===== src/sv/nonpreemptive_priority_scheduler_assert.svh =====
// Assertion macros shared by the scheduler RTL.
`ifndef NONPREEMPTIVE_PRIORITY_SCHEDULER_ASSERT_SVH
`define NONPREEMPTIVE_PRIORITY_SCHEDULER_ASSERT_SVH

// Check that cons holds in the same cycle as ante.
`define NPPS_ASSERT_NOW(lbl, clk, rstn, ante, cons) \
    lbl: assert property (@(posedge clk) disable iff (!(rstn)) (ante) |-> (cons)) \
        else $error("scheduler check failed");

// Check that cons holds in the cycle after ante.
`define NPPS_ASSERT_NEXT(lbl, clk, rstn, ante, cons) \
    lbl: assert property (@(posedge clk) disable iff (!(rstn)) (ante) |=> (cons)) \
        else $error("scheduler check failed");

`endif


===== src/sv/npps_pkg.sv =====
// Shared types and constants of the priority scheduler.
`timescale 1ns / 1ps
package npps_pkg;
    localparam int DEF_MAX_PROCS = 16;
    localparam int QUEUE_DEPTH   = 4;
    localparam int TIME_W        = 21;
    localparam int ARR_W         = 16;
    localparam int BURST_W       = 16;
    localparam int PRIO_W        = 8;
    localparam int IDX_OUT_W     = 4;

    typedef struct packed {
        logic [ARR_W-1:0]   arrival_time;
        logic [BURST_W-1:0] burst_time;
        logic [PRIO_W-1:0]  job_priority;
        logic               last_job;
    } in_t;

    typedef struct packed {
        logic [IDX_OUT_W-1:0] job_index;
        logic [TIME_W-1:0]    completion_time;
        logic [TIME_W-1:0]    turnaround_time;
        logic [TIME_W-1:0]    waiting_time;
        logic                 last_result;
    } out_t;

    // One queued request: the job and whether it takes a store slot.
    typedef struct packed {
        in_t  job;
        logic keep;
    } q_entry_t;

    typedef struct packed {
        logic full;
        logic empty;
    } q_stat_t;

    typedef struct packed {
        logic [ARR_W-1:0]   arrival;
        logic [BURST_W-1:0] burst;
        logic [PRIO_W-1:0]  prio;
    } rec_t;

    typedef enum logic [2:0] {
        ST_LOAD,
        ST_SCAN,
        ST_DRAIN,
        ST_DECIDE,
        ST_OUT_RD,
        ST_OUT_CALC,
        ST_OUT_WAIT
    } back_state_t;
endpackage


===== src/sv/npps_front.sv =====
// Front end: accept requests and mark those that still fit the job store.
`timescale 1ns / 1ps
module npps_front import npps_pkg::*; #(
    parameter int MAX_PROCS = DEF_MAX_PROCS
) (
    input  logic     aclk,
    input  logic     aresetn,
    input  logic     s_valid,
    output logic     s_ready,
    input  in_t      s_data,
    input  q_stat_t  q_stat,
    output logic     q_push,
    output q_entry_t q_entry
);
    localparam int CW = $clog2(MAX_PROCS + 1);

    logic [CW-1:0] cnt_reg, cnt_next;
    logic          fits;

    assign s_ready = !q_stat.full;
    assign q_push  = s_valid && s_ready;
    assign fits    = cnt_reg < CW'(MAX_PROCS);

    assign q_entry.job  = s_data;
    assign q_entry.keep = fits;

    always_comb begin
        cnt_next = cnt_reg;
        if (q_push) begin
            if (s_data.last_job) begin
                cnt_next = '0;
            end else if (fits) begin
                cnt_next = cnt_reg + 1'b1;
            end
        end
    end

    always_ff @(posedge aclk) begin
        if (!aresetn) begin
            cnt_reg <= '0;
        end else begin
            cnt_reg <= cnt_next;
        end
    end
endmodule


===== src/sv/npps_queue.sv =====
// Small request queue between front and back end.
`timescale 1ns / 1ps
module npps_queue import npps_pkg::*; #(
    parameter int DEPTH = QUEUE_DEPTH
) (
    input  logic     aclk,
    input  logic     aresetn,
    input  logic     push,
    input  q_entry_t wr_entry,
    input  logic     pop,
    output q_entry_t head,
    output q_stat_t  stat
);
    localparam int PW = (DEPTH > 1) ? $clog2(DEPTH) : 1;
    localparam int CW = $clog2(DEPTH + 1);

    q_entry_t      slots [DEPTH];
    logic [PW-1:0] wr_ptr_reg, rd_ptr_reg;
    logic [CW-1:0] fill_reg;

    assign head       = slots[rd_ptr_reg];
    assign stat.full  = fill_reg == CW'(DEPTH);
    assign stat.empty = fill_reg == '0;

    always_ff @(posedge aclk) begin
        if (push) begin
            slots[wr_ptr_reg] <= wr_entry;
        end
    end

    always_ff @(posedge aclk) begin
        if (!aresetn) begin
            wr_ptr_reg <= '0;
            rd_ptr_reg <= '0;
            fill_reg   <= '0;
        end else begin
            if (push) begin
                wr_ptr_reg <= (wr_ptr_reg == PW'(DEPTH - 1)) ? '0 : wr_ptr_reg + 1'b1;
            end
            if (pop) begin
                rd_ptr_reg <= (rd_ptr_reg == PW'(DEPTH - 1)) ? '0 : rd_ptr_reg + 1'b1;
            end
            if (push && !pop) begin
                fill_reg <= fill_reg + 1'b1;
            end else if (pop && !push) begin
                fill_reg <= fill_reg - 1'b1;
            end
        end
    end
endmodule


===== src/sv/npps_back.sv =====
// Back end: store jobs, scan for each pick, then emit results in load order.
`timescale 1ns / 1ps
module npps_back import npps_pkg::*; #(
    parameter int MAX_PROCS = DEF_MAX_PROCS
) (
    input  logic     aclk,
    input  logic     aresetn,
    input  q_entry_t head,
    input  q_stat_t  q_stat,
    output logic     q_pop,
    output logic     m_valid,
    input  logic     m_ready,
    output out_t     m_data
);
    localparam int IW = (MAX_PROCS > 1) ? $clog2(MAX_PROCS) : 1;
    localparam int CW = $clog2(MAX_PROCS + 1);

    back_state_t state_reg, state_next;

    rec_t              rec_mem  [MAX_PROCS];
    logic [TIME_W-1:0] comp_mem [MAX_PROCS];
    rec_t              rec_q;
    logic [TIME_W-1:0] comp_q;
    logic [IW-1:0]     rd_addr;

    logic [CW-1:0]        count_reg, picks_reg;
    logic [IW-1:0]        scan_reg, eval_idx_reg, best_idx_reg, out_idx_reg;
    logic                 eval_reg, found_reg, any_reg;
    logic [PRIO_W-1:0]    best_prio_reg;
    logic [BURST_W-1:0]   best_burst_reg;
    logic [ARR_W-1:0]     earliest_reg;
    logic [TIME_W-1:0]    time_reg, time_next;
    logic [MAX_PROCS-1:0] done_reg;
    out_t                 out_reg;

    logic scan_last, pick_last, out_last, is_ready, is_pending;
    logic [TIME_W-1:0] ta;

    assign scan_last = CW'(scan_reg) == count_reg - 1'b1;
    assign pick_last = picks_reg == count_reg - 1'b1;
    assign out_last  = CW'(out_idx_reg) == count_reg - 1'b1;
    assign is_pending = !done_reg[eval_idx_reg];
    assign is_ready   = is_pending && (TIME_W'(rec_q.arrival) <= time_reg);
    assign time_next  = time_reg + TIME_W'(best_burst_reg);
    assign ta         = comp_q - TIME_W'(rec_q.arrival);

    always_comb begin
        state_next = state_reg;
        unique case (state_reg)
            ST_LOAD: begin
                if (!q_stat.empty && head.job.last_job) state_next = ST_SCAN;
            end
            ST_SCAN: begin
                if (scan_last) state_next = ST_DRAIN;
            end
            ST_DRAIN:  state_next = ST_DECIDE;
            ST_DECIDE: begin
                if (found_reg && pick_last) state_next = ST_OUT_RD;
                else                        state_next = ST_SCAN;
            end
            ST_OUT_RD:   state_next = ST_OUT_CALC;
            ST_OUT_CALC: state_next = ST_OUT_WAIT;
            ST_OUT_WAIT: begin
                if (m_ready) state_next = out_last ? ST_LOAD : ST_OUT_RD;
            end
            default: state_next = ST_LOAD;
        endcase
    end

    always_comb begin
        q_pop   = (state_reg == ST_LOAD) && !q_stat.empty;
        m_valid = state_reg == ST_OUT_WAIT;
        rd_addr = (state_reg == ST_SCAN) ? scan_reg : out_idx_reg;
    end

    assign m_data = out_reg;

    always_ff @(posedge aclk) begin
        if (q_pop && head.keep) begin
            rec_mem[count_reg[IW-1:0]] <= '{arrival: head.job.arrival_time,
                                            burst:   head.job.burst_time,
                                            prio:    head.job.job_priority};
        end
        rec_q <= rec_mem[rd_addr];
    end

    always_ff @(posedge aclk) begin
        if (state_reg == ST_DECIDE && found_reg) begin
            comp_mem[best_idx_reg] <= time_next;
        end
        comp_q <= comp_mem[out_idx_reg];
    end

    // Scan datapath: evaluate the record read in the previous cycle.
    always_ff @(posedge aclk) begin
        eval_idx_reg <= scan_reg;
        if (eval_reg) begin
            if (is_ready && (!found_reg || rec_q.prio < best_prio_reg)) begin
                found_reg      <= 1'b1;
                best_idx_reg   <= eval_idx_reg;
                best_prio_reg  <= rec_q.prio;
                best_burst_reg <= rec_q.burst;
            end
            if (is_pending && (!any_reg || rec_q.arrival < earliest_reg)) begin
                any_reg      <= 1'b1;
                earliest_reg <= rec_q.arrival;
            end
        end
        if (state_reg == ST_SCAN) begin
            scan_reg <= scan_reg + 1'b1;
        end
        if ((q_pop && head.job.last_job) || state_reg == ST_DECIDE) begin
            scan_reg  <= '0;
            found_reg <= 1'b0;
            any_reg   <= 1'b0;
        end
        if (state_reg == ST_OUT_CALC) begin
            out_reg.job_index       <= IDX_OUT_W'(out_idx_reg);
            out_reg.completion_time <= comp_q;
            out_reg.turnaround_time <= ta;
            out_reg.waiting_time    <= ta - TIME_W'(rec_q.burst);
            out_reg.last_result     <= out_last;
        end
    end

    always_ff @(posedge aclk) begin
        if (!aresetn) begin
            state_reg   <= ST_LOAD;
            count_reg   <= '0;
            picks_reg   <= '0;
            out_idx_reg <= '0;
            time_reg    <= '0;
            done_reg    <= '0;
            eval_reg    <= 1'b0;
        end else begin
            state_reg <= state_next;
            eval_reg  <= state_reg == ST_SCAN;
            if (q_pop && head.keep) begin
                count_reg <= count_reg + 1'b1;
            end
            if (q_pop && head.job.last_job) begin
                picks_reg   <= '0;
                out_idx_reg <= '0;
                time_reg    <= '0;
            end
            if (state_reg == ST_DECIDE) begin
                if (found_reg) begin
                    time_reg               <= time_next;
                    done_reg[best_idx_reg] <= 1'b1;
                    picks_reg              <= picks_reg + 1'b1;
                end else begin
                    time_reg <= TIME_W'(earliest_reg);
                end
            end
            if (state_reg == ST_OUT_WAIT && m_ready) begin
                out_idx_reg <= out_idx_reg + 1'b1;
                if (out_last) begin
                    count_reg <= '0;
                    done_reg  <= '0;
                end
            end
        end
    end
endmodule


===== src/sv/nonpreemptive_priority_scheduler.sv =====
// Top level of the non-preemptive priority scheduler.
//
//  channel  ports                     payload  moves
//  input    s_valid s_ready s_data    in_t     one job request
//  result   m_valid m_ready m_data    out_t    one per-job result
//
//  A request enters the queue when accepted; the back end loads one per cycle while in its load state.
//  Each pick scans all n stored jobs through the job memory, then drains and
//  decides; when no job is ready the clock idles forward and the scan repeats.
//  Each result is read, computed and then held until m_ready takes it.
//  Reset (aresetn, synchronous) empties the queue and the job set.
//  The front keeps accepting into the queue while the back end schedules, until the queue is full.
`timescale 1ns / 1ps
module nonpreemptive_priority_scheduler import npps_pkg::*; #(
    parameter int MAX_PROCS = DEF_MAX_PROCS
) (
    input  logic aclk,
    input  logic aresetn,
    input  logic s_valid,
    output logic s_ready,
    input  in_t  s_data,
    output logic m_valid,
    input  logic m_ready,
    output out_t m_data
);
    `include "nonpreemptive_priority_scheduler_assert.svh"

    q_entry_t q_wr_entry, q_head;
    q_stat_t  q_stat;
    logic     q_push, q_pop;

    // Classify each request: drop its store write once the set is full.
    npps_front #(.MAX_PROCS(MAX_PROCS)) u_front (
        .aclk    (aclk),
        .aresetn (aresetn),
        .s_valid (s_valid),
        .s_ready (s_ready),
        .s_data  (s_data),
        .q_stat  (q_stat),
        .q_push  (q_push),
        .q_entry (q_wr_entry)
    );

    // Hold requests while the back end is busy with a schedule.
    npps_queue #(.DEPTH(QUEUE_DEPTH)) u_queue (
        .aclk     (aclk),
        .aresetn  (aresetn),
        .push     (q_push),
        .wr_entry (q_wr_entry),
        .pop      (q_pop),
        .head     (q_head),
        .stat     (q_stat)
    );

    // Load jobs, schedule on the final request, then drain results.
    npps_back #(.MAX_PROCS(MAX_PROCS)) u_back (
        .aclk    (aclk),
        .aresetn (aresetn),
        .head    (q_head),
        .q_stat  (q_stat),
        .q_pop   (q_pop),
        .m_valid (m_valid),
        .m_ready (m_ready),
        .m_data  (m_data)
    );

    `NPPS_ASSERT_NOW(a_pop_nonempty, aclk, aresetn, q_pop, !q_stat.empty)
    `NPPS_ASSERT_NEXT(a_last_ends_set, aclk, aresetn,
        m_valid && m_ready && m_data.last_result, !m_valid)
    `NPPS_ASSERT_NOW(a_full_stalls, aclk, aresetn, q_stat.full, !s_ready && !q_push)
endmodule


===== config.mk =====
export PLATFORM = sky130hd
export DESIGN_NAME = nonpreemptive_priority_scheduler
export DESIGN_NICKNAME = d
export VERILOG_FILES = /design/src/sv/npps_pkg.sv /design/src/sv/npps_front.sv /design/src/sv/npps_queue.sv /design/src/sv/npps_back.sv /design/src/sv/nonpreemptive_priority_scheduler.sv
export VERILOG_INCLUDE_DIRS = /design/src /design/src/sv
export SDC_FILE = /design/constraint.sdc
export NUM_CORES = 2
export LEC_CHECK = 0
export BUFFER_PORTS_ARGS = -buffer_cell sky130_fd_sc_hd__clkbuf_2
export CORE_ASPECT_RATIO = 0.7
export CORE_UTILIZATION = 45
export DETAILED_ROUTE_END_ITERATION = 12
export PLACE_DENSITY_LB_ADDON = 0.3
export SKIP_LAST_GASP = 1
export SLEW_MARGIN = 20
export SYNTH_ARGS = -nofsm -noshare
export SYNTH_HDL_FRONTEND = slang
export SYNTH_SLANG_ARGS = --single-unit

===== constraint.sdc =====
create_clock -name aclk -period 4.4 [get_ports aclk]
set_input_delay 0.66 -clock aclk [delete_from_list [all_inputs] [get_ports aclk]]
set_output_delay 0.66 -clock aclk [all_outputs]
set_load 0.05 [all_outputs]

==> qor.yml <==
cts:
  cts.sinks: 1396
  cts_setup_buffers: 0
  cts_tree: "built"
  cts-root-buf: "clkbuf_16"
  clk_latency_ps: 750
  cts_buffers: 132
  hold_buffers: 0
  cts_buffer_depth: 3
  clkTransAtPathRegs_ps: 60
  ctsHtreeMaxLevel: 4
timing:
  setup_viol: 0
  hold_violations: 0
  period_minus_slack_ps: 4200
  tns_ps: 0
  clock_skew_ps: 33.61
  finalCritPeriodShare_pct: 95.46
  max_clock_freq_mhz: 238.1
  worst-slew-pin-transition_ps: 1052
  rsz0062_at_grt: "no"
  final-max-slew-violation-count: 0
  slew_headroom_pct: 29.86
hold_path:
  min_to: "u_queue.slots[2][4]"
  hold_class: "input port to flop"
  hold_depth: 1
  min_from: "s_data[3]"
place:
  numPortBuffers: 114
  routabilityCongestion: 0.8908
  dp_hpwl_mm: 75.66
route:
  detail_route.wl_per_cell_um: 26.33
  drt_iter0_markers: 2940
  viasPerCell: 5.833
  drc: 0
  num_vias: 28080
  dr.pass1.iters: 5
  ant_nets: 0
  totalWireLength_mm: 126.7
synthesis:
  synth_most_common_cell: "edfxtp_1"
  ys_types: 73
  synth-edff-count: 1256
  yosys-top-cells-count: "edfxtp_1 (1256), mux4_2 (312), dfxtp_1 (140)"
  async_flop_share_pct: 0
  syn_area_um2: 54910
  syn_area_per_cell_um2: 19.01
  yosysTopAreaCell: "edfxtp_1"
  synth_top_flop_cell: "edfxtp_1"
  synthTopCellsByArea: "edfxtp_1 (69%), mux4_2 (13%), dfxtp_1 (5.1%)"
  yosys_register_bits: 1396
  yosys_warnings: 0
  synth_cells: 2888
  synthesis.nets: 3038
  seq_area_frac_synth_pct: 73.79
  synth_top_area_share_pct: 68.69
power_and_ir_drop:
  ir_drop_v: 0.0004184
  fin_total_pwr_uw: 35810
  power.leakage_uw: 0.02064
  power_density_nw_per_um2: 574.5
critical_path:
  crit_type: "flop to flop"
  worstPathCellList: "ha_2, inv_1, fa_1, a21o_1, nand4_1, nand2_1, xnor2_1, ha_1, nor3_1, o21ai_1, a21oi_1, o211ai_1, a31oi_1, nand2b_1, a21boi_1, nor4_1, xor2_1"
  r2r_slack_ps: 200
  worstPathArrival_ps: 4670
  setup.worst_path.end_class: "flop"
  r2r_cells: 17
  crit_path_max_fanout: 4
  critPathLaunchType: "flop"
  cpPeakStageDelay_ps: 430
  cp-startpoint: "u_back.rec_q[24]"
  r2r_start: "u_back.rec_q[24]"
  crit_slowest_cell: "fa_1"
  critPathRequiredTime_ps: 4870
  r2r-end: "u_back.m_data[19]"
floorplanning:
  start_util_pct: 45.70
  fp.dieH_um: 294.3
  row_count: 106
  core_um2: 120200
  die_w_um: 419.5
  num_io_pins: 115
  dieArea_um2: 123400
cells_and_area:
  fin_util_pct: 51.86
  area_growth_pct: 13.50
  drive_above_1_share_pct: 23.92
  final_nets: 3242
  diodes: 0
  largest_reg_flops: 640
global_routing:
  grt.overflow.total: 0
  grt_usage_pct: 20.65
  antenna_found_initial: 2
  grt_pass1_vias: 28382
  grt_max_degree: 91
  grt_pass1_wl_mm: 186.0
job:
  max-cap-violations: 0
run_status:
  status: "finished, final reports clean"
-- layer usage --
| layer | up-vias | global-route usage, % | routed length [um] |
|---|---|---|---|
| li1 | 11987 | - | - |
| met1 | 14864 | 31.91 | 58810 |
| met2 | 1071 | 30.65 | 57190 |
| met3 | 156 | 3.088 | 8516 |
| met4 | 2 | 5.492 | 2202 |
| met5 | - | 0 | 13 |
-- cells by family (layout without fill, tap and decap cells) --
| group | after synthesis | count (layout) | synth area share, % |
|---|---|---|---|
| AOI/OAI and AO/OA | 302 | 302 | 3.632 |
| xor gates and xnor gates | 73 | 73 | 1.164 |
| adders and majority gates | 105 | 105 | 2.447 |
| buffers and inverters | 218 | 524 | 1.786 |
| DFF | 1396 | 1396 | 73.79 |
| muxes | 336 | 336 | 13.26 |
| and+or+nand+nor | 458 | 458 | 3.912 |
-- per-stage QoR --
step / hold WS (ps) / worst slack (ps) / cell area (um^2) / instances
after floorplan: 329.0 / 853.1 / 54930 / 2888
after global placement: 407.9 / 417.7 / 58050 / 4578
after detailed placement: 420.9 / 236.1 / 58060 / 4578
after CTS: 63.26 / 212.6 / 62280 / 4814
after global routing: 107.8 / 5.503 / 62320 / 4814
final: 132.1 / 199.7 / 62320 / 4814
-- cell type report --
type	count	area, um^2
Clock inverter	55	462.9
Timing Repair Buffer	196	1486
Tap cell	1620	2027
Multi-Input combinational cell	1274	13710
Clock buffer	181	3757
Inverter	92	345.3
Fill cell	9388	57840
Sequential cell	1396	40530
-- worst max path at each step --
stage	end	slack, ps	cells after the start
final	u_back.m_data[19]	200	17
after global routing	u_back.m_data[19]	6	18
after CTS	u_back.m_data[19]	210	17
after detailed placement	u_back.m_data[19]	240	17
after global placement	u_back.m_data[19]	420	18
after floorplan	u_back.m_data[18]	850	17
-- critical path, delay by kind of cell, from the launching register on --
kind | cells | cell delay (ps)
adders and majority gates | 3 | 930
and+or+nand+nor | 5 | 1040
DFF | 1 | 370
buffers and inverters | 1 | 80
AOI/OAI and AO/OA | 6 | 1230
xor gates and xnor gates | 2 | 270
-- power breakdown --
group	leakage [uW]	switching, uW	internal (uW)
clock	0.00206	4860	6300
combinational	0.00607	4630	2860
sequential	0.0125	650	16500
-- cells in the final DEF, fill, tap and decap left out, types with 22 or more instances in the layout --
master | Yosys | layout
buf_12 | 0 | 24
nand3_1 | 26 | 26
clkbuf_2 | 0 | 114
inv_1 | 92 | 92
nor3_1 | 30 | 22
dfxtp_1 | 140 | 135
buf_4 | 2 | 58
a211oi_1 | 52 | 51
o21ai_0 | 41 | 41
ha_1 | 101 | 100
a21oi_1 | 60 | 60
nor2_1 | 135 | 111
xnor2_1 | 44 | 37
and2_1 | 47 | 47
a21o_1 | 30 | 30
nand2_1 | 138 | 138
a31oi_1 | 59 | 59
edfxtp_1 | 1256 | 1256
xor2_1 | 29 | 28
mux4_2 | 312 | 312
clkbuf_1 | 74 | 31
clkbuf_16 | 0 | 140
-- repair_timing --
action,4_1_cts,5_1_grt
endpoints found under the hold margin,0,0
endpoints found under the setup margin,0,3
resized for setup,0,2
Power figures use the tool's default switching activity.
